### src/hw/rtl/acfc_pkg.sv
`timescale 1ns / 1ps
`default_nettype none
// ----------------------------------------------------------------------------
// acfc_pkg
// Types, codes and frame check functions shared by the frame checker modules.
// ----------------------------------------------------------------------------
package acfc_pkg;

    localparam int NUM_REF = 5;
    localparam int QUEUE_DEPTH = 2;

    localparam logic [1:0] CMD_FRAME = 2'd0;
    localparam logic [1:0] CMD_SCAN  = 2'd1;
    localparam logic [1:0] CMD_READ  = 2'd2;

    localparam logic [1:0] ST_OK   = 2'd0;
    localparam logic [1:0] ST_ZERO = 2'd1;
    localparam logic [1:0] ST_CRC  = 2'd2;
    localparam logic [1:0] ST_DROP = 2'd3;

    localparam logic [2:0] CFG_REF_FULL          = 3'd0;
    localparam logic [2:0] CFG_REF_THREE_QUARTER = 3'd1;
    localparam logic [2:0] CFG_REF_HALF          = 3'd2;
    localparam logic [2:0] CFG_REF_QUARTER       = 3'd3;
    localparam logic [2:0] CFG_REF_ZERO          = 3'd4;
    localparam logic [2:0] CFG_ERROR_LIMIT       = 3'd5;
    localparam logic [2:0] CFG_CHECK_PERIOD      = 3'd6;

    localparam logic [2:0] REF_FULL          = 3'd0;
    localparam logic [2:0] REF_THREE_QUARTER = 3'd1;
    localparam logic [2:0] REF_HALF          = 3'd2;
    localparam logic [2:0] REF_QUARTER       = 3'd3;
    localparam logic [2:0] REF_ZERO          = 3'd4;

    localparam logic [9:0] FULL_LO = 10'd758;
    localparam logic [9:0] TQ_LO   = 10'd503;
    localparam logic [9:0] TQ_HI   = 10'd776;
    localparam logic [9:0] HALF_LO = 10'd375;
    localparam logic [9:0] HALF_HI = 10'd648;
    localparam logic [9:0] QTR_LO  = 10'd247;
    localparam logic [9:0] QTR_HI  = 10'd520;
    localparam logic [9:0] ZERO_HI = 10'd264;

    localparam logic [7:0] CRC_POLY = 8'h1D;
    localparam logic [7:0] CRC_INIT = 8'hFF;
    localparam logic [7:0] ERR_MAX  = 8'hFF;

    typedef enum logic [2:0] {
        OP_NOP        = 3'd0,
        OP_STORE      = 3'd1,
        OP_FRAME_ZERO = 3'd2,
        OP_FRAME_CRC  = 3'd3,
        OP_FRAME_DROP = 3'd4,
        OP_SCAN       = 3'd5,
        OP_READ       = 3'd6,
        OP_READ_DROP  = 3'd7
    } t_op;

    typedef struct packed {
        t_op         op;
        logic [4:0]  chan;
        logic [9:0]  sample;
    } t_item;

    typedef struct packed {
        logic [NUM_REF-1:0][4:0] ref_ch;
        logic [7:0]              error_limit;
        logic [7:0]              check_period;
    } t_cfg;

    typedef struct packed {
        logic [1:0] status;
        logic [9:0] read_value;
        logic       comm_fault;
        logic [2:0] ref_failures;
        logic [7:0] error_count;
        logic       transfer_fault;
    } t_result;

    function automatic logic [7:0] crc_byte(input logic [7:0] crc_in, input logic [7:0] data);
        logic [7:0] crc;
        crc = crc_in ^ data;
        for (int b = 0; b < 8; b++) begin
            crc = crc[7] ? ((crc << 1) ^ CRC_POLY) : (crc << 1);
        end
        return crc;
    endfunction

    function automatic logic [7:0] frame_crc(input logic [15:0] data);
        logic [7:0] crc;
        crc = crc_byte(CRC_INIT, data[15:8]);
        crc = crc_byte(crc, data[7:0]);
        return ~crc;
    endfunction

    function automatic logic ref_miss(input logic [2:0] k, input logic [9:0] v);
        logic miss;
        case (k)
            REF_FULL:          miss = (v < FULL_LO);
            REF_THREE_QUARTER: miss = (v < TQ_LO) || (v > TQ_HI);
            REF_HALF:          miss = (v < HALF_LO) || (v > HALF_HI);
            REF_QUARTER:       miss = (v < QTR_LO) || (v > QTR_HI);
            REF_ZERO:          miss = (v > ZERO_HI);
            default:           miss = 1'b0;
        endcase
        return miss;
    endfunction

endpackage
`default_nettype wire

### src/hw/rtl/acfc_item_if.sv
`timescale 1ns / 1ps
`default_nettype none
// ----------------------------------------------------------------------------
// acfc_item_if
// Input channel: command, raw frame and read channel with valid/ready.
// ----------------------------------------------------------------------------
interface acfc_item_if;
    logic        valid;
    logic        ready;
    logic [1:0]  command;
    logic [23:0] raw_frame;
    logic [4:0]  read_channel;

    modport source (output valid, output command, output raw_frame, output read_channel,
                    input ready);
    modport sink   (input valid, input command, input raw_frame, input read_channel,
                    output ready);
endinterface
`default_nettype wire

### src/hw/rtl/acfc_result_if.sv
`timescale 1ns / 1ps
`default_nettype none
// ----------------------------------------------------------------------------
// acfc_result_if
// Result channel: check status, read sample and error state with valid/ready.
// ----------------------------------------------------------------------------
interface acfc_result_if;
    logic       valid;
    logic       ready;
    logic [1:0] status;
    logic [9:0] read_value;
    logic       comm_fault;
    logic [2:0] ref_failures;
    logic [7:0] error_count;
    logic       transfer_fault;

    modport source (output valid, output status, output read_value, output comm_fault,
                    output ref_failures, output error_count, output transfer_fault,
                    input ready);
    modport sink   (input valid, input status, input read_value, input comm_fault,
                    input ref_failures, input error_count, input transfer_fault,
                    output ready);
endinterface
`default_nettype wire

### src/hw/rtl/acfc_front.sv
`timescale 1ns / 1ps
`default_nettype none
// ----------------------------------------------------------------------------
// acfc_front
// Accepts input transactions, checks frame CRC and ranges, and issues an op.
// ----------------------------------------------------------------------------
module acfc_front #(
    parameter int CHANNELS = 18
) (
    acfc_item_if.sink          i_item,
    input  wire logic          i_full,
    output logic               o_push,
    output acfc_pkg::t_item    o_push_item
);
    import acfc_pkg::*;

    logic [15:0] data;
    logic [4:0]  id;
    logic        crc_bad;

    assign data    = i_item.raw_frame[23:8];
    assign id      = data[14:10];
    assign crc_bad = (i_item.raw_frame[7:0] != frame_crc(data));

    assign i_item.ready = !i_full;
    assign o_push       = i_item.valid && !i_full;

    always_comb begin
        o_push_item.op     = OP_NOP;
        o_push_item.chan   = id;
        o_push_item.sample = data[9:0];
        case (i_item.command)
            CMD_FRAME: begin
                if (i_item.raw_frame == 24'd0) begin
                    o_push_item.op = OP_FRAME_ZERO;
                end else if (crc_bad) begin
                    o_push_item.op = OP_FRAME_CRC;
                end else if (id <= 5'(CHANNELS)) begin
                    o_push_item.op = OP_STORE;
                end else begin
                    o_push_item.op = OP_FRAME_DROP;
                end
            end
            CMD_SCAN: begin
                o_push_item.op = OP_SCAN;
            end
            CMD_READ: begin
                o_push_item.chan = i_item.read_channel;
                o_push_item.op   = (i_item.read_channel <= 5'(CHANNELS)) ? OP_READ
                                                                        : OP_READ_DROP;
            end
            default: begin
                o_push_item.op = OP_NOP;
            end
        endcase
    end

endmodule
`default_nettype wire

### src/hw/rtl/acfc_queue.sv
`timescale 1ns / 1ps
`default_nettype none
// ----------------------------------------------------------------------------
// acfc_queue
// Two-entry queue between the classify front and the execute back end.
// ----------------------------------------------------------------------------
module acfc_queue (
    input  wire logic            i_clk,
    input  wire logic            i_rst_n,
    input  wire logic            i_push,
    input  acfc_pkg::t_item      i_push_item,
    input  wire logic            i_pop,
    output acfc_pkg::t_item      o_pop_item,
    output logic                 o_full,
    output logic                 o_empty
);
    import acfc_pkg::*;

    localparam int PTR_W = $clog2(QUEUE_DEPTH);
    localparam int CNT_W = $clog2(QUEUE_DEPTH + 1);

    t_item              r_mem [QUEUE_DEPTH];
    logic [PTR_W-1:0]   r_wr_ptr, n_wr_ptr;
    logic [PTR_W-1:0]   r_rd_ptr, n_rd_ptr;
    logic [CNT_W-1:0]   r_count, n_count;

    assign o_full     = (r_count == CNT_W'(QUEUE_DEPTH));
    assign o_empty    = (r_count == '0);
    assign o_pop_item = r_mem[r_rd_ptr];

    always_comb begin
        n_wr_ptr = r_wr_ptr;
        n_rd_ptr = r_rd_ptr;
        n_count  = r_count;
        if (i_push) begin
            n_wr_ptr = (r_wr_ptr == PTR_W'(QUEUE_DEPTH - 1)) ? '0 : r_wr_ptr + 1'b1;
        end
        if (i_pop) begin
            n_rd_ptr = (r_rd_ptr == PTR_W'(QUEUE_DEPTH - 1)) ? '0 : r_rd_ptr + 1'b1;
        end
        if (i_push && !i_pop) begin
            n_count = r_count + 1'b1;
        end else if (!i_push && i_pop) begin
            n_count = r_count - 1'b1;
        end
    end

    always_ff @(posedge i_clk) begin
        if (!i_rst_n) begin
            r_wr_ptr <= '0;
            r_rd_ptr <= '0;
            r_count  <= '0;
        end else begin
            r_wr_ptr <= n_wr_ptr;
            r_rd_ptr <= n_rd_ptr;
            r_count  <= n_count;
        end
    end

    always_ff @(posedge i_clk) begin
        if (i_push) begin
            r_mem[r_wr_ptr] <= i_push_item;
        end
    end

endmodule
`default_nettype wire

### src/hw/rtl/acfc_back.sv
`timescale 1ns / 1ps
`default_nettype none
// ----------------------------------------------------------------------------
// acfc_back
// Executes ops: sample store, reference self check, error and scan counters,
// and the registered result stage.
// ----------------------------------------------------------------------------
module acfc_back #(
    parameter int CHANNELS = 18
) (
    input  wire logic           i_clk,
    input  wire logic           i_rst_n,
    input  acfc_pkg::t_cfg      i_cfg,
    input  wire logic           i_empty,
    input  acfc_pkg::t_item     i_item,
    output logic                o_pop,
    acfc_result_if.source       o_result
);
    import acfc_pkg::*;

    localparam int IDX_W = (CHANNELS > 1) ? $clog2(CHANNELS + 1) : 1;

    logic [9:0]       r_store [CHANNELS+1];
    logic [CHANNELS:0] r_miss [NUM_REF];
    logic [7:0]       r_err, n_err;
    logic [7:0]       r_scan, n_scan;
    logic             r_valid;
    t_result          r_res, n_res;

    logic             fire;
    logic [IDX_W-1:0] idx;
    logic [NUM_REF-1:0] chk_miss;
    logic [2:0]       misses;
    logic [2:0]       err_add;
    logic [8:0]       err_sum;

    assign fire  = !i_empty && (!r_valid || o_result.ready);
    assign o_pop = fire;
    assign idx   = i_item.chan[IDX_W-1:0];

    always_comb begin
        logic [CHANNELS:0] sel_hot;
        for (int k = 0; k < NUM_REF; k++) begin
            sel_hot = (CHANNELS + 1)'(1) << i_cfg.ref_ch[k];
            if (i_cfg.ref_ch[k] <= 5'(CHANNELS)) begin
                chk_miss[k] = |(r_miss[k] & sel_hot);
            end else begin
                chk_miss[k] = ref_miss(3'(k), 10'd0);
            end
        end
        misses = 3'($countones(chk_miss));
    end

    always_comb begin
        n_res                = '0;
        n_scan               = r_scan;
        err_add              = '0;
        case (i_item.op)
            OP_FRAME_ZERO: begin
                n_res.status     = ST_ZERO;
                n_res.comm_fault = 1'b1;
                err_add          = 3'd1;
            end
            OP_FRAME_CRC: begin
                n_res.status     = ST_CRC;
                n_res.comm_fault = 1'b1;
                err_add          = 3'd1;
            end
            OP_FRAME_DROP: begin
                n_res.status = ST_DROP;
            end
            OP_SCAN: begin
                if (r_scan >= i_cfg.check_period) begin
                    n_res.ref_failures = misses;
                    n_res.comm_fault   = (misses != 3'd0);
                    err_add            = misses;
                    n_scan             = '0;
                end else begin
                    n_scan = r_scan + 1'b1;
                end
            end
            OP_READ: begin
                n_res.read_value = r_store[idx];
            end
            OP_READ_DROP: begin
                n_res.status = ST_DROP;
            end
            default: begin
                n_res = '0;
            end
        endcase
        err_sum              = {1'b0, r_err} + 9'(err_add);
        n_err                = err_sum[8] ? ERR_MAX : err_sum[7:0];
        n_res.error_count    = n_err;
        n_res.transfer_fault = (n_err >= i_cfg.error_limit);
    end

    always_ff @(posedge i_clk) begin
        if (!i_rst_n) begin
            r_err   <= '0;
            r_scan  <= '0;
            r_valid <= 1'b0;
            for (int c = 0; c <= CHANNELS; c++) begin
                r_store[c] <= '0;
            end
            for (int k = 0; k < NUM_REF; k++) begin
                r_miss[k] <= {(CHANNELS + 1){ref_miss(3'(k), 10'd0)}};
            end
        end else begin
            if (fire) begin
                r_err   <= n_err;
                r_scan  <= n_scan;
                r_valid <= 1'b1;
                if (i_item.op == OP_STORE) begin
                    r_store[idx] <= i_item.sample;
                    for (int k = 0; k < NUM_REF; k++) begin
                        r_miss[k][idx] <= ref_miss(3'(k), i_item.sample);
                    end
                end
            end else if (o_result.ready) begin
                r_valid <= 1'b0;
            end
        end
    end

    always_ff @(posedge i_clk) begin
        if (fire) begin
            r_res <= n_res;
        end
    end

    assign o_result.valid          = r_valid;
    assign o_result.status         = r_res.status;
    assign o_result.read_value     = r_res.read_value;
    assign o_result.comm_fault     = r_res.comm_fault;
    assign o_result.ref_failures   = r_res.ref_failures;
    assign o_result.error_count    = r_res.error_count;
    assign o_result.transfer_fault = r_res.transfer_fault;

endmodule
`default_nettype wire

### src/hw/rtl/adc_frame_crc_checker_unit.sv
`timescale 1ns / 1ps
`default_nettype none
// ----------------------------------------------------------------------------
// adc_frame_crc_checker_unit
// Converter frame checker: CRC-8 frame check, per-channel sample store,
// periodic reference self check and saturating error counting.
// ----------------------------------------------------------------------------
// Takes one transaction per clock while the queue is not full and returns
// exactly one result per transaction, in order. A transaction passes through
// the queue and then the registered result stage; the sustained rate of one
// transaction per cycle, with no result stall, is set by the execute stage
// behind a two-entry queue, and a stalled result holds in the output register
// while the queue takes transactions until full. Frames are checked with CRC-8
// (poly 0x1D, init 0xFF, complemented) over bits 23:8; good frames store bits
// 17:8 under channel id bits 22:18, ids above CHANNELS are dropped. The sample
// store resets to zero. Configuration registers (index: reset) are reference
// channels full 0:1, three-quarter 1:2, half 2:3, quarter 3:4, zero 4:5,
// error limit 5:10 and check period 6:10; write them only while idle.
// ----------------------------------------------------------------------------
module adc_frame_crc_checker_unit #(
    parameter int CHANNELS = 18
) (
    input  wire logic         i_clk,
    input  wire logic         i_rst_n,
    acfc_item_if.sink         i_item,
    acfc_result_if.source     o_result,
    input  wire logic         i_cfg_we,
    input  wire logic [2:0]   i_cfg_index,
    input  wire logic [7:0]   i_cfg_data
);
    import acfc_pkg::*;

    t_cfg   r_cfg;
    logic   push;
    t_item  push_item;
    t_item  pop_item;
    logic   pop;
    logic   full;
    logic   empty;

    always_ff @(posedge i_clk) begin
        if (!i_rst_n) begin
            r_cfg.ref_ch[REF_FULL]          <= 5'd1;
            r_cfg.ref_ch[REF_THREE_QUARTER] <= 5'd2;
            r_cfg.ref_ch[REF_HALF]          <= 5'd3;
            r_cfg.ref_ch[REF_QUARTER]       <= 5'd4;
            r_cfg.ref_ch[REF_ZERO]          <= 5'd5;
            r_cfg.error_limit               <= 8'd10;
            r_cfg.check_period              <= 8'd10;
        end else if (i_cfg_we) begin
            case (i_cfg_index)
                CFG_REF_FULL:          r_cfg.ref_ch[REF_FULL]          <= i_cfg_data[4:0];
                CFG_REF_THREE_QUARTER: r_cfg.ref_ch[REF_THREE_QUARTER] <= i_cfg_data[4:0];
                CFG_REF_HALF:          r_cfg.ref_ch[REF_HALF]          <= i_cfg_data[4:0];
                CFG_REF_QUARTER:       r_cfg.ref_ch[REF_QUARTER]       <= i_cfg_data[4:0];
                CFG_REF_ZERO:          r_cfg.ref_ch[REF_ZERO]          <= i_cfg_data[4:0];
                CFG_ERROR_LIMIT:       r_cfg.error_limit               <= i_cfg_data;
                CFG_CHECK_PERIOD:      r_cfg.check_period              <= i_cfg_data;
                default: begin
                end
            endcase
        end
    end

    acfc_front #(
        .CHANNELS (CHANNELS)
    ) u_front (
        .i_item      (i_item),
        .i_full      (full),
        .o_push      (push),
        .o_push_item (push_item)
    );

    acfc_queue u_queue (
        .i_clk       (i_clk),
        .i_rst_n     (i_rst_n),
        .i_push      (push),
        .i_push_item (push_item),
        .i_pop       (pop),
        .o_pop_item  (pop_item),
        .o_full      (full),
        .o_empty     (empty)
    );

    acfc_back #(
        .CHANNELS (CHANNELS)
    ) u_back (
        .i_clk    (i_clk),
        .i_rst_n  (i_rst_n),
        .i_cfg    (r_cfg),
        .i_empty  (empty),
        .i_item   (pop_item),
        .o_pop    (pop),
        .o_result (o_result)
    );

`ifndef NO_ASSERTIONS
    a_transfer_fault: assert property (@(posedge i_clk) disable iff (!i_rst_n)
        o_result.valid |->
            (o_result.transfer_fault == (o_result.error_count >= r_cfg.error_limit)))
        else $error("transfer fault disagrees with error count");

    a_ref_fault: assert property (@(posedge i_clk) disable iff (!i_rst_n)
        (o_result.valid && (o_result.ref_failures != 3'd0)) |-> o_result.comm_fault)
        else $error("reference miss without communication fault");

    a_drop_no_fault: assert property (@(posedge i_clk) disable iff (!i_rst_n)
        (o_result.valid && (o_result.status == ST_DROP)) |-> !o_result.comm_fault)
        else $error("dropped transaction raised a fault");

    a_no_push_full: assert property (@(posedge i_clk) disable iff (!i_rst_n)
        full |-> !push)
        else $error("queue written while full");
`endif

endmodule
`default_nettype wire
### src/flat_wrapper.sv
// flat-port wrapper written by rule: the top's interface ports become plain ports
module adc_frame_crc_checker_unit_flat import acfc_pkg::*;
#(
    parameter int CHANNELS = 18
)
  (i_clk, i_rst_n, i_cfg_we, i_cfg_index, i_cfg_data, i_item_valid, i_item_command, i_item_raw_frame, i_item_read_channel, i_item_ready, o_result_valid, o_result_status, o_result_read_value, o_result_comm_fault, o_result_ref_failures, o_result_error_count, o_result_transfer_fault, o_result_ready);
  acfc_item_if i_item_i ();
  acfc_result_if o_result_i ();
  input  wire logic i_clk;
  input  wire logic i_rst_n;
  input  wire logic i_cfg_we;
  input  wire logic [2:0] i_cfg_index;
  input  wire logic [7:0] i_cfg_data;
  input wire logic [$bits(i_item_i.valid)-1:0] i_item_valid;
  input wire logic [$bits(i_item_i.command)-1:0] i_item_command;
  input wire logic [$bits(i_item_i.raw_frame)-1:0] i_item_raw_frame;
  input wire logic [$bits(i_item_i.read_channel)-1:0] i_item_read_channel;
  output wire logic [$bits(i_item_i.ready)-1:0] i_item_ready;
  output wire logic [$bits(o_result_i.valid)-1:0] o_result_valid;
  output wire logic [$bits(o_result_i.status)-1:0] o_result_status;
  output wire logic [$bits(o_result_i.read_value)-1:0] o_result_read_value;
  output wire logic [$bits(o_result_i.comm_fault)-1:0] o_result_comm_fault;
  output wire logic [$bits(o_result_i.ref_failures)-1:0] o_result_ref_failures;
  output wire logic [$bits(o_result_i.error_count)-1:0] o_result_error_count;
  output wire logic [$bits(o_result_i.transfer_fault)-1:0] o_result_transfer_fault;
  input wire logic [$bits(o_result_i.ready)-1:0] o_result_ready;
  assign i_item_i.valid = i_item_valid;
  assign i_item_i.command = i_item_command;
  assign i_item_i.raw_frame = i_item_raw_frame;
  assign i_item_i.read_channel = i_item_read_channel;
  assign i_item_ready = i_item_i.ready;
  assign o_result_valid = o_result_i.valid;
  assign o_result_status = o_result_i.status;
  assign o_result_read_value = o_result_i.read_value;
  assign o_result_comm_fault = o_result_i.comm_fault;
  assign o_result_ref_failures = o_result_i.ref_failures;
  assign o_result_error_count = o_result_i.error_count;
  assign o_result_transfer_fault = o_result_i.transfer_fault;
  assign o_result_i.ready = o_result_ready;
  adc_frame_crc_checker_unit #(.CHANNELS(CHANNELS)) u_core (.i_clk(i_clk), .i_rst_n(i_rst_n), .i_item(i_item_i), .o_result(o_result_i), .i_cfg_we(i_cfg_we), .i_cfg_index(i_cfg_index), .i_cfg_data(i_cfg_data));
endmodule
### config.mk
export PLATFORM = sky130hd
export DESIGN_NAME = adc_frame_crc_checker_unit_flat
export DESIGN_NICKNAME = d
export VERILOG_FILES = /design/src/hw/rtl/acfc_pkg.sv /design/src/hw/rtl/acfc_item_if.sv /design/src/hw/rtl/acfc_result_if.sv /design/src/hw/rtl/acfc_front.sv /design/src/hw/rtl/acfc_queue.sv /design/src/hw/rtl/acfc_back.sv /design/src/hw/rtl/adc_frame_crc_checker_unit.sv /design/src/flat_wrapper.sv
export SDC_FILE = /design/constraint.sdc
export NUM_CORES = 1
export LEC_CHECK = 0
export BUFFER_PORTS_ARGS = -buffer_cell sky130_fd_sc_hd__buf_4
export CAP_MARGIN = 40
export CORE_ASPECT_RATIO = 0.9
export CORE_MARGIN = 2
export CORE_UTILIZATION = 60
export CTS_CLUSTER_DIAMETER = 200
export DETAILED_ROUTE_END_ITERATION = 16
export PLACE_DENSITY_LB_ADDON = 0.2
export SLEW_MARGIN = 15
export SYNTH_ARGS = -nofsm -noshare
export SYNTH_HDL_FRONTEND = slang
export SYNTH_SLANG_ARGS = --single-unit
### constraint.sdc
create_clock -name i_clk -period 8 [get_ports i_clk]
set_clock_uncertainty 0.1 [all_clocks]
set_input_delay 0.4 -clock i_clk [delete_from_list [all_inputs] [get_ports i_clk]]
set_output_delay 0.4 -clock i_clk [all_outputs]
set_load 0.05 [all_outputs]
### Word-level counts from Yosys, hierarchy flattened

Memories as Yosys holds them, arrays and structs flattened. A register that Yosys moved wholly into a read port is not among the register bits.
Cells that the tools add are included.

| storage, ports and cells | value |
|---|---|
| register bits after elaboration | 77 |
| RAM bits | 321 |
| bits of input ports | 47 |
| word-level logic and storage cells | 397 |
| memories | 3 |

| operators by class | value |
|---|---|
| $add $sub $neg | 10 |
| order comparisons | 19 |
| eq/ne operators | 17 |
| shift operators | 5 |
| multiplexer cells | 167 |
| bitwise gates (word level) | 119 |
| reduce and logical (&&, ||, !) cells | 39 |

Memory list:

| memory | depth | width | rd ports | clocked after memory_dff | write ports | line | text |
|---|---|---|---|---|---|---|---|
| u_core.u_back.r_store | 19 | 10 | 1 | 1 | 19 | acfc_back.sv:23 | `logic [9:0] r_store [CHANNELS+1];` |
| u_core.u_back.r_miss | 5 | 19 | 5 | 0 | 5 | acfc_back.sv:24 | `logic [CHANNELS:0] r_miss [NUM_REF];` |
| u_core.u_queue.r_mem | 2 | 18 | 1 | 1 | 1 | acfc_queue.sv:22 | `t_item r_mem [QUEUE_DEPTH];` |

Operators with widths:

| cell | number |
|---|---|
| 1-bit 2-to-1 mux | 133 |
| 19-bit AND | 5 |
| 1-bit bitwise OR | 95 |
| 19-bit OR reduction | 5 |
| 1-bit by 5-bit left shift with 19-bit output, first input constant | 5 |
| 5-bit 2-to-1 mux | 18 |
| 4-bit NOT | 16 |
| 5-bit <= comparator, second input constant | 7 |
| 10-bit greater-than comparator, second input constant | 3 |
| 24-bit zero test | 1 |
| 3-bit == test, second input constant | 7 |
| 10-bit by 9-bit < comparator with 1-bit output, second input constant | 2 |
| 19-bit 2-to-1 mux | 1 |
| 2-bit AND reduction | 9 |
| 8-bit greater-or-equal comparator | 2 |
| 8-bit 2-to-1 mux | 2 |
| 8-bit NOT | 2 |
| 3-bit by 2-bit == test with 1-bit output, second input constant | 4 |
| 3-bit 2-to-1 mux | 4 |
| 10-bit by 9-bit greater-than comparator with 1-bit output, second input constant | 1 |
| 10-bit < comparator, second input constant | 1 |
| 10-bit by 8-bit < comparator with 1-bit output, second input constant | 1 |
| 10-bit 2-to-1 mux | 1 |
| 10-bit OR reduction | 1 |
| 30 further kinds | 50 |

### Longest topological paths before layout

Gate-level depths: netlist (run 1).

| logic depth | value |
|---|---|
| word-level depth | 39 |
| mapped depth | 30 |
| depth with buffers taken out | 27 |

### Cells and area by module

Synthesis (run 1) repeated with hierarchy kept, for this count alone.

| unflattened totals | value |
|---|---|
| cell total of the unflattened synthesis | 1732 |
| area, all modules | 24408.4 sq um |

By module, submodules not included:

| module | times used | cells an instance | area an instance (sq um) | seq. area each (sq um) |
|---|---|---|---|---|
| acfc_back | 1 | 1391 | 20275.7 | 13452.9 |
| adc_frame_crc_checker_unit | 1 | 154 | 1589.0 | 820.8 |
| acfc_queue | 1 | 78 | 1515.2 | 1181.1 |
| acfc_front | 1 | 109 | 1028.5 | 0.0 |

### Least setup slack after synthesis (run 1)

No wires, ideal clock.

| path | value |
|---|---|
| path type | register -> register |
| start | register u_core.r_cfg[22] (netlist bit) |
| end | register u_core.u_back.r_res (netlist bit u_core.u_back.o_result.transfer_fault) (data pin) |
| library setup time | 254 ps |
| arrival | 5866 ps |
| setup slack | 1781 ps |
| cell stages (with the launch flop) | 28 |
| buffers on the path | 3 |
| clock period less this slack | 6219 ps |
| cell sequence | dfxtp_1 clkbuf_1 mux4_2 mux2i_1 a21oi_1 o21ai_0 fa_1 fa_1 or3_1 o22ai_1 ha_1 inv_1 fa_1 inv_1 a21oi_1 nor2b_1 clkbuf_1 nand3_1 clkbuf_1 nand2_1 ha_1 a21o_1 a21o_1 a21o_1 a21o_1 a21o_1 a21o_1 a21o_1 |

RTL lines:

| item | line | text |
|---|---|---|
| from (decl) | adc_frame_crc_checker_unit.sv:33 | `t_cfg r_cfg;` |
| to (signal assigned) | acfc_back.sv:128 | `r_res <= n_res;` |
| to (decl) | acfc_back.sv:28 | `t_result r_res, n_res;` |

==> results.json, run 1 <==
{
  "cts.sink_count": 539,
  "setup_violations": 0,
  "route.detailed.vias_per_inst": 6.19,
  "count_of_cell_types_in_the_netlist": 68,
  "area_growth_syn_to_layout_pct": 12.8,
  "sort_of_element_at_the_start_of_the_critical_path": "register",
  "grt_first_pass_wirelength_um": 86100,
  "placement_rows": 69,
  "layout.nets": 2014,
  "first_pass_drt_iterations": 6,
  "cts_resized": 0,
  "drv.max_cap_violation_count": 0,
  "syn_nets": 1942,
  "post-synth-top-area-cell": "sky130_fd_sc_hd__edfxtp_1",
  "power.internal_uw": 5140,
  "top_level_ports": 74,
  "setup.worst_path.class": "reg -> reg",
  "finish.utilization": 0.682,
  "worst_skew_pair.late_latency_ns": 0.62,
  "post_dr_wirelength_cell_um": 22.7,
  "fp.dieH_um": 193,
  "design.die.area_mm2": 0.0412,
  "insertedDiodeCount": 0,
  "max_clock_buf_depth": 3,
  "worstHoldPathType": "in -> reg",
  "cts.repair_timing.setup_buffer_count": 0,
  "grt_util_all_layers": 0.281,
  "gpl.final_weighted_congestion": 0.877,
  "synth.avg_cell_area_um2": 12.7,
  "synth.most_common_cell": "sky130_fd_sc_hd__edfxtp_1",
  "cts_hold_repair.buffers": 13,
  "tritoncts": "yes",
  "critPathArrivalTime_ns": 7.04,
  "synth.yosys.warnings": 0,
  "chipWidth_um": 214,
  "power.switching_uw": 2380,
  "power.share.sequential": 0.440,
  "post_synth_instance_area_mm2": 0.0238,
  "rsz0062_at_grt": "no",
  "grt.overflow.total": 0,
  "finalCriticalPeriod_ns": 6.78,
  "post_route_cells_drive_above_1_share": 0.159,
  "power.share.combinational": 0.242,
  "h-tree-depth": 2,
  "final_hold_viol_count": 0,
  "hpwlAfterDp_um": 37000,
  "initial_antenna_violation_count": 0,
  "reg2regPathDepth": 26,
  "detail_route.iter0.violations": 1733,
  "fmax_mhz": 148,
  "routed-via-count": 15600,
  "status": "finished, final reports clean",
  "synth.ff_latch_count": 539,
  "worstPathMaxFanout": 12,
  "synth_sequential_area_ratio": 0.650,
  "worstMarginPinSlew_ns": 0.908,
  "tritoncts.num_buffers": 54,
  "post-route-drc-count": 0,
  "number_of_enable_type_register_cells_in_the_synthesized_netlist": 466,
  "power.density_cell_area_mw_per_mm2": 281,
  "place.port_buffers": 73,
  "leakagePower_uw": 0.00977,
  "ir_drop_uv": 302,
  "clk_transition_reported_paths_ns": 0.06,
  "grt_pass1_vias": 15000,
  "netlist_top_cells_area": "sky130_fd_sc_hd__edfxtp_1, sky130_fd_sc_hd__dfxtp_1, sky130_fd_sc_hd__nand2_1",
  "cp_capture_type": "register",
  "cp.required_ns": 8.26,
  "cts_root_buffer": "sky130_fd_sc_hd__clkbuf_16",
  "postSynth.asyncResetShare": 0,
  "hold_path_depth": 3,
  "postSynth.topFlopCell": "sky130_fd_sc_hd__edfxtp_1",
  "synth_commonest_cells": "sky130_fd_sc_hd__edfxtp_1, sky130_fd_sc_hd__nand2_1, sky130_fd_sc_hd__nor2_1",
  "netSwitchingFraction": 0.317,
  "synth_cells": 1866,
  "finalCritPeriodShare": 0.847,
  "setup_total_neg_slack_ns": 0,
  "routed_wire_length_um": 57100,
  "grt_start_max_net_pins": 74,
  "synth_top_area_frac": 0.589,
  "antenna_left": 0,
  "initial_core_util": 0.605,
  "worst_slew_margin_rel": 0.392,
  "core_area_mm2": 0.0393,
  "timing_max_transition_violations_final": 0,
  "clkPwrFrac": 0.318
}
through the flow:
stage          setup WS [ns]  power (µW)  instances  hold WS, ns  area, µm²
2_1_floorplan           1.78        4560       1866        0.343      23800
3_3_place_gp            1.28        5120       2375        0.355      24800
3_5_place_dp            1.22        5170       2400        0.369      25000
4_1_cts                 1.21        7540       2514      0.00291      26800
5_1_grt                0.674        7770       2515       0.0330      26800
6_report                1.22        7530       2515       0.0255      26800
cells in the final DEF, fill, tap and decap left out, drive strengths merged, types with 7 or more instances in the layout:
cell type	instances
edfxtp	466
nand2	310
nor2	215
buf	132
dfxtp	73
nand3	63
clkbuf	63
mux2i	53
mux4	47
a311oi	43
xnor2	39
inv	34
nor2b	31
and3	31
a21oi	31
o21ai	31
ha	26
clkinv	24
a22oi	22
nor3	21
a31oi	19
a21boi	17
o211a	14
or3	14
a21o	13
dlygate4sd3	13
nand2b	13
mux2	13
xor2	13
nor4	10
o211ai	9
clkinvlp	9
nand3b	7
nor3b	7
and2	7
power by group through the flow:
stage               clock network (µW)  logic (µW)  registers, µW
floorplan                            0        1010           3560
global placement                     0        1760           3360
detailed placement                   0        1790           3370
CTS                               2410        1810           3310
global route                      2520        1930           3330
finish                            2390        1820           3310
cell type report:
class / instances / area, µm²
clock buffers: 63 / 1390
clock inverters: 38 / 279
fillers: 2772 / 12500
inverters: 31 / 116
multi-input cells: 1167 / 7770
flip-flops and latches: 539 / 15500
well taps: 532 / 666
repair buffers: 145 / 1140
kinds of logic (layout without fill, tap and decap cells):
group	count (synthesis)	count (layout)	share of synthesized area
flip-flops	539	539	0.650
buffers and inverters	160	277	0.0269
AO/OA/AOI/OAI	229	229	0.0696
XOR/XNOR	57	57	0.0272
AND/OR/NAND/NOR	739	739	0.137
adder cells (fa/ha/maj)	29	29	0.0162
multiplexers	113	113	0.0730
worst paths after layout:
kind,from,to,slack (ns)
worst min register to register,u_core.r_cfg[7],u_core.r_cfg[7],0.37
worst max-delay path,u_core.r_cfg[32],u_core.u_back.o_result.transfer_fault,1.22
worst max register to register,u_core.r_cfg[32],u_core.u_back.o_result.transfer_fault,1.22
worst min-delay path,i_cfg_data[4],u_core.r_cfg[4],0.03
state kept, by name, summed over array words and instances (netlist names), 2 cells and up, named ones only:
register / cells
u_core.u_back.o_result.ref_failures: 3
u_core.u_queue.r_mem: 36
u_core.u_back.r_scan: 8
u_core.u_back.o_result.read_value: 10
u_core.u_back.r_store: 320
u_core.u_back.o_result.status: 2
u_core.u_back.o_result.error_count: 8
u_core.u_back.r_err: 8
u_core.r_cfg: 41
u_core.u_back.r_miss: 95
u_core.u_queue.r_count: 2
routing by layer:
metal,part of all wire,vias to the layer above,routed length (µm),global-route usage
met1,0.40,7715,23000,0.395
met4,0.032,0,1820,0.103
met3,0.086,122,4920,0.0433
met5,0,-,0,0
met2,0.48,762,27400,0.450
li1,-,6971,-,-
critical path: stages (launching register included):
cell,delay (ns)
sky130_fd_sc_hd__dfxtp_1,0.54
sky130_fd_sc_hd__nor2b_1,0.13
sky130_fd_sc_hd__a221oi_1,0.31
sky130_fd_sc_hd__a21oi_1,0.07
sky130_fd_sc_hd__a311oi_1,0.23
sky130_fd_sc_hd__a21oi_1,0.10
sky130_fd_sc_hd__o21ai_0,0.29
sky130_fd_sc_hd__fa_1,0.51
sky130_fd_sc_hd__fa_1,0.54
sky130_fd_sc_hd__or3_1,0.41
sky130_fd_sc_hd__o22ai_1,0.13
sky130_fd_sc_hd__ha_1,0.19
sky130_fd_sc_hd__inv_1,0.05
sky130_fd_sc_hd__fa_1,0.39
sky130_fd_sc_hd__inv_1,0.07
sky130_fd_sc_hd__a21oi_1,0.07
sky130_fd_sc_hd__nor2b_1,0.36
sky130_fd_sc_hd__nand3_1,0.41
sky130_fd_sc_hd__nand2_1,0.22
sky130_fd_sc_hd__ha_1,0.24
sky130_fd_sc_hd__a21o_1,0.15
sky130_fd_sc_hd__a21o_1,0.17
sky130_fd_sc_hd__a21o_1,0.17
sky130_fd_sc_hd__a21o_1,0.17
sky130_fd_sc_hd__a21o_1,0.17
sky130_fd_sc_hd__a21o_1,0.17
sky130_fd_sc_hd__a21o_1,0.16
Note: power is estimated with default switching activity, not from simulation.
==> run 2: changes to the inputs <==
- ABC_AREA: not set -> 1
- CORE_UTILIZATION: 60 -> 56
- clock period: 8 -> 5.8 ns (I/O delays scaled with it)
==> run 2 against run 1 <==
Flip-flop and latch count did not move; worst hold slack better by 0.023 ns; wire length rose by 4.2%; combinational power is 74% higher; global-route usage is 0.68 points lower; utilization down 3.7 points; first-iteration DRC count up 15%; synthesized cell count rose by 16%; final area grew 0.54%; area after synthesis fell by 0.57%; power is 50% higher.
==> results.json, run 2 <==
{
  "number_of_enable_type_register_cells_in_the_synthesized_netlist": 466,
  "route.detailed.vias_per_inst": 5.95,
  "placement_rows": 71,
  "count_of_cell_types_in_the_netlist": 58,
  "routed_wire_length_um": 59500,
  "antenna_left": 0,
  "hold_end": "u_core.r_cfg[3]",
  "grt_util_all_layers": 0.274,
  "post_synth_instance_area_mm2": 0.0236,
  "reg2regPathDepth": 26,
  "area_growth_syn_to_layout_pct": 14.0,
  "synth_sequential_area_ratio": 0.654,
  "synth_top_area_frac": 0.592,
  "syn_nets": 2242,
  "design.die.area_mm2": 0.0439,
  "ff2ff_setup_slack_ns": 0.36,
  "gpl.final_weighted_congestion": 0.878,
  "timing_max_transition_violations_final": 0,
  "finalCriticalPeriod_ns": 5.44,
  "synth.avg_cell_area_um2": 10.9,
  "finish.utilization": 0.646,
  "worst_slew_margin_rel": 0.389,
  "power.switching_uw": 3900,
  "grt_pass1_vias": 16300,
  "post_dr_wirelength_cell_um": 20.9,
  "highest_count_cells_in_the_layout_ignoring_fill_and_taps": "sky130_fd_sc_hd__edfxtp_1, sky130_fd_sc_hd__nand2_1, sky130_fd_sc_hd__nor2_1",
  "power.internal_uw": 7370,
  "postSynth.asyncResetShare": 0,
  "routed-via-count": 16900,
  "insertedDiodeCount": 0,
  "startpoint": "u_core.r_cfg[17]",
  "core_area_mm2": 0.0418,
  "status": "finished, final reports clean",
  "cp_capture_type": "register",
  "cp.required_ns": 6.06,
  "grt_first_pass_wirelength_um": 91200,
  "max_clock_buf_depth": 3,
  "synth_cells": 2166,
  "largest_register_by_flop_count": "u_core.u_back.r_store",
  "fp.dieH_um": 199,
  "largest_registers": "u_core.u_back.r_store (320), u_core.u_back.r_miss (95), u_core.r_cfg (41)",
  "initial_antenna_violation_count": 0,
  "postSynth.topFlopCell": "sky130_fd_sc_hd__edfxtp_1",
  "cts.repair_timing.setup_buffer_count": 0,
  "synth.ff_latch_count": 539,
  "layout.cell_area.non_filler_mm2": 0.0270,
  "h-tree-depth": 2,
  "initial_core_util": 0.566,
  "top_level_ports": 74,
  "hold_path.startpoint": "i_cfg_index[0]",
  "detailed_place.area_mm2": 0.0248,
  "clkPwrFrac": 0.306,
  "drv.max_cap_violation_count": 0,
  "post-synth-top-area-cell": "sky130_fd_sc_hd__edfxtp_1",
  "power.density_cell_area_mw_per_mm2": 418,
  "worstHoldPathType": "in -> reg",
  "critPathArrivalTime_ns": 5.70,
  "cts_root_buffer": "sky130_fd_sc_hd__clkbuf_16",
  "synth.yosys.warnings": 0,
  "worstMarginPinSlew_ns": 0.913,
  "tritoncts.num_buffers": 53,
  "fill_cell_count": 3214,
  "post_route_cells_drive_above_1_share": 0.134,
  "cts.sink_count": 539,
  "layout.nets": 2341,
  "setup.worst_path.class": "reg -> reg",
  "power.share.combinational": 0.282,
  "hold_path_depth": 5,
  "detail_route.iter0.violations": 1990,
  "reg2reg_to": "u_core.u_back.o_result.transfer_fault",
  "chipWidth_um": 221,
  "post-route-drc-count": 0,
  "setup_violations": 0,
  "grt.overflow.total": 0,
  "synth.most_common_cell": "sky130_fd_sc_hd__edfxtp_1",
  "first_pass_drt_iterations": 6,
  "power.share.sequential": 0.412,
  "hpwlAfterDp_um": 39100,
  "worstPathMaxFanout": 8,
  "place.port_buffers": 73,
  "fmax_mhz": 184,
  "finalCritPeriodShare": 0.939,
  "worstReg2RegStart": "u_core.r_cfg[17]",
  "synth_commonest_cells": "sky130_fd_sc_hd__edfxtp_1, sky130_fd_sc_hd__nand2_1, sky130_fd_sc_hd__nor2_1",
  "clk_transition_reported_paths_ns": 0.07,
  "setup_total_neg_slack_ns": 0,
  "mostFrequentLayoutCell": "sky130_fd_sc_hd__edfxtp_1",
  "tritoncts": "yes",
  "leakagePower_uw": 0.0104,
  "worst_skew_pair.late_latency_ns": 0.61,
  "netlist_top_cells_area": "sky130_fd_sc_hd__edfxtp_1, sky130_fd_sc_hd__dfxtp_1, sky130_fd_sc_hd__nand2_1",
  "sort_of_element_at_the_start_of_the_critical_path": "register",
  "netSwitchingFraction": 0.346,
  "final_hold_viol_count": 0,
  "finalHoldWorstSlack_ns": 0.0485,
  "ir_drop_uv": 462,
  "max_reg_flops": 320,
  "grt_start_max_net_pins": 82
}
## run 2: cell types whose count changed after synthesis, sizes merged, moves of 38 or more
cell	delta
a22oi	+109
inv	+167
xnor2	-38
a21oi	+40
nand3	+44
mux2i	-53
clkbuf	-39
nor2	+74
nand2	+75
a311oi	-42
mux4	-47
o21ai	+64
## run 2: worst max-delay path, stage by stage, from the launching register on
cell	delay (ns)
sky130_fd_sc_hd__dfxtp_2	0.42
sky130_fd_sc_hd__inv_1	0.13
sky130_fd_sc_hd__nor3_2	0.19
sky130_fd_sc_hd__a22oi_1	0.13
sky130_fd_sc_hd__o2111ai_1	0.14
sky130_fd_sc_hd__a21oi_2	0.08
sky130_fd_sc_hd__a41o_1	0.24
sky130_fd_sc_hd__fa_1	0.51
sky130_fd_sc_hd__fa_1	0.52
sky130_fd_sc_hd__o22ai_2	0.16
sky130_fd_sc_hd__ha_1	0.20
sky130_fd_sc_hd__inv_1	0.06
sky130_fd_sc_hd__fa_1	0.38
sky130_fd_sc_hd__or2_2	0.32
sky130_fd_sc_hd__nand2_2	0.10
sky130_fd_sc_hd__nand2_2	0.08
sky130_fd_sc_hd__nor3_4	0.15
sky130_fd_sc_hd__inv_2	0.09
sky130_fd_sc_hd__nand2_1	0.11
sky130_fd_sc_hd__ha_1	0.23
sky130_fd_sc_hd__a21boi_0	0.12
sky130_fd_sc_hd__o21a_1	0.17
sky130_fd_sc_hd__o21a_1	0.16
sky130_fd_sc_hd__o21ai_0	0.14
sky130_fd_sc_hd__nand2_1	0.07
sky130_fd_sc_hd__a21oi_1	0.12
sky130_fd_sc_hd__o21ai_0	0.08
## run 2: what timing repair did
item | CTS | global route
resized for setup | 4 | 26
hold buffers | 27 | 0
setup endpoints to repair | 1 | 1
endpoints found under the hold margin | 69 | 0
## run 2: layer usage
metal / up-vias / wire [µm] / GRT usage
li1: 7894 / - / -
met2: 717 / 28100 / 0.440
met5: - / 0 / 0
met4: 0 / 1500 / 0.0867
met3: 124 / 4990 / 0.0502
met1: 8207 / 24900 / 0.382
## run 2: power groups by stage
stage	Clock [µW]	Sequential (µW)	Combinational [µW]
floorplan	0	4990	1760
global placement	0	4720	3040
detailed placement	0	4720	3100
CTS	3480	4640	3130
global route	3640	4660	3440
finish	3450	4640	3170
## run 2: per-stage QoR
| step | power, µW | setup slack (ns) | cells |
|---|---|---|---|
| after floorplan | 6740 | 0.511 | 2166 |
| after global placement | 7760 | 0.265 | 2711 |
| after detailed placement | 7820 | 0.00300 | 2728 |
| after CTS | 11300 | 0.0247 | 2847 |
| after global routing | 11700 | -0.0195 | 2849 |
| final | 11300 | 0.356 | 2849 |
## run 2: worst max path at each step
stage | to | slack, ns | cells past startpoint
after CTS | u_core.u_back.o_result.transfer_fault | 0.02 | 26
after global routing | u_core.u_back.o_result.transfer_fault | -0.02 | 30
after detailed placement | u_core.u_back.o_result.transfer_fault | 0.003 | 28
final | u_core.u_back.o_result.transfer_fault | 0.36 | 26
after global placement | u_core.u_back.o_result.transfer_fault | 0.26 | 29
after floorplan | u_core.u_back.o_result.transfer_fault | 0.51 | 27
## run 2: logic make-up after synthesis
group,Yosys count,share of synthesized area
buffers and inverters,304,0.0513
AND/OR/NAND/NOR,873,0.158
XOR/XNOR,9,0.00333
adder cells (fa/ha/maj),29,0.0163
flip-flops,539,0.654
AO/OA/AOI/OAI,412,0.117
## run 2: area by class of cell
type | count | area (µm²) | area share
clock buffers | 64 | 1410 | 0.0523
clock inverters | 28 | 327 | 0.0121
inverters | 200 | 753 | 0.0279
multi-input cells | 1323 | 7100 | 0.263
flip-flops and latches | 539 | 15500 | 0.574
well taps | 547 | 684 | 0.0254
repair buffers | 148 | 1220 | 0.0453
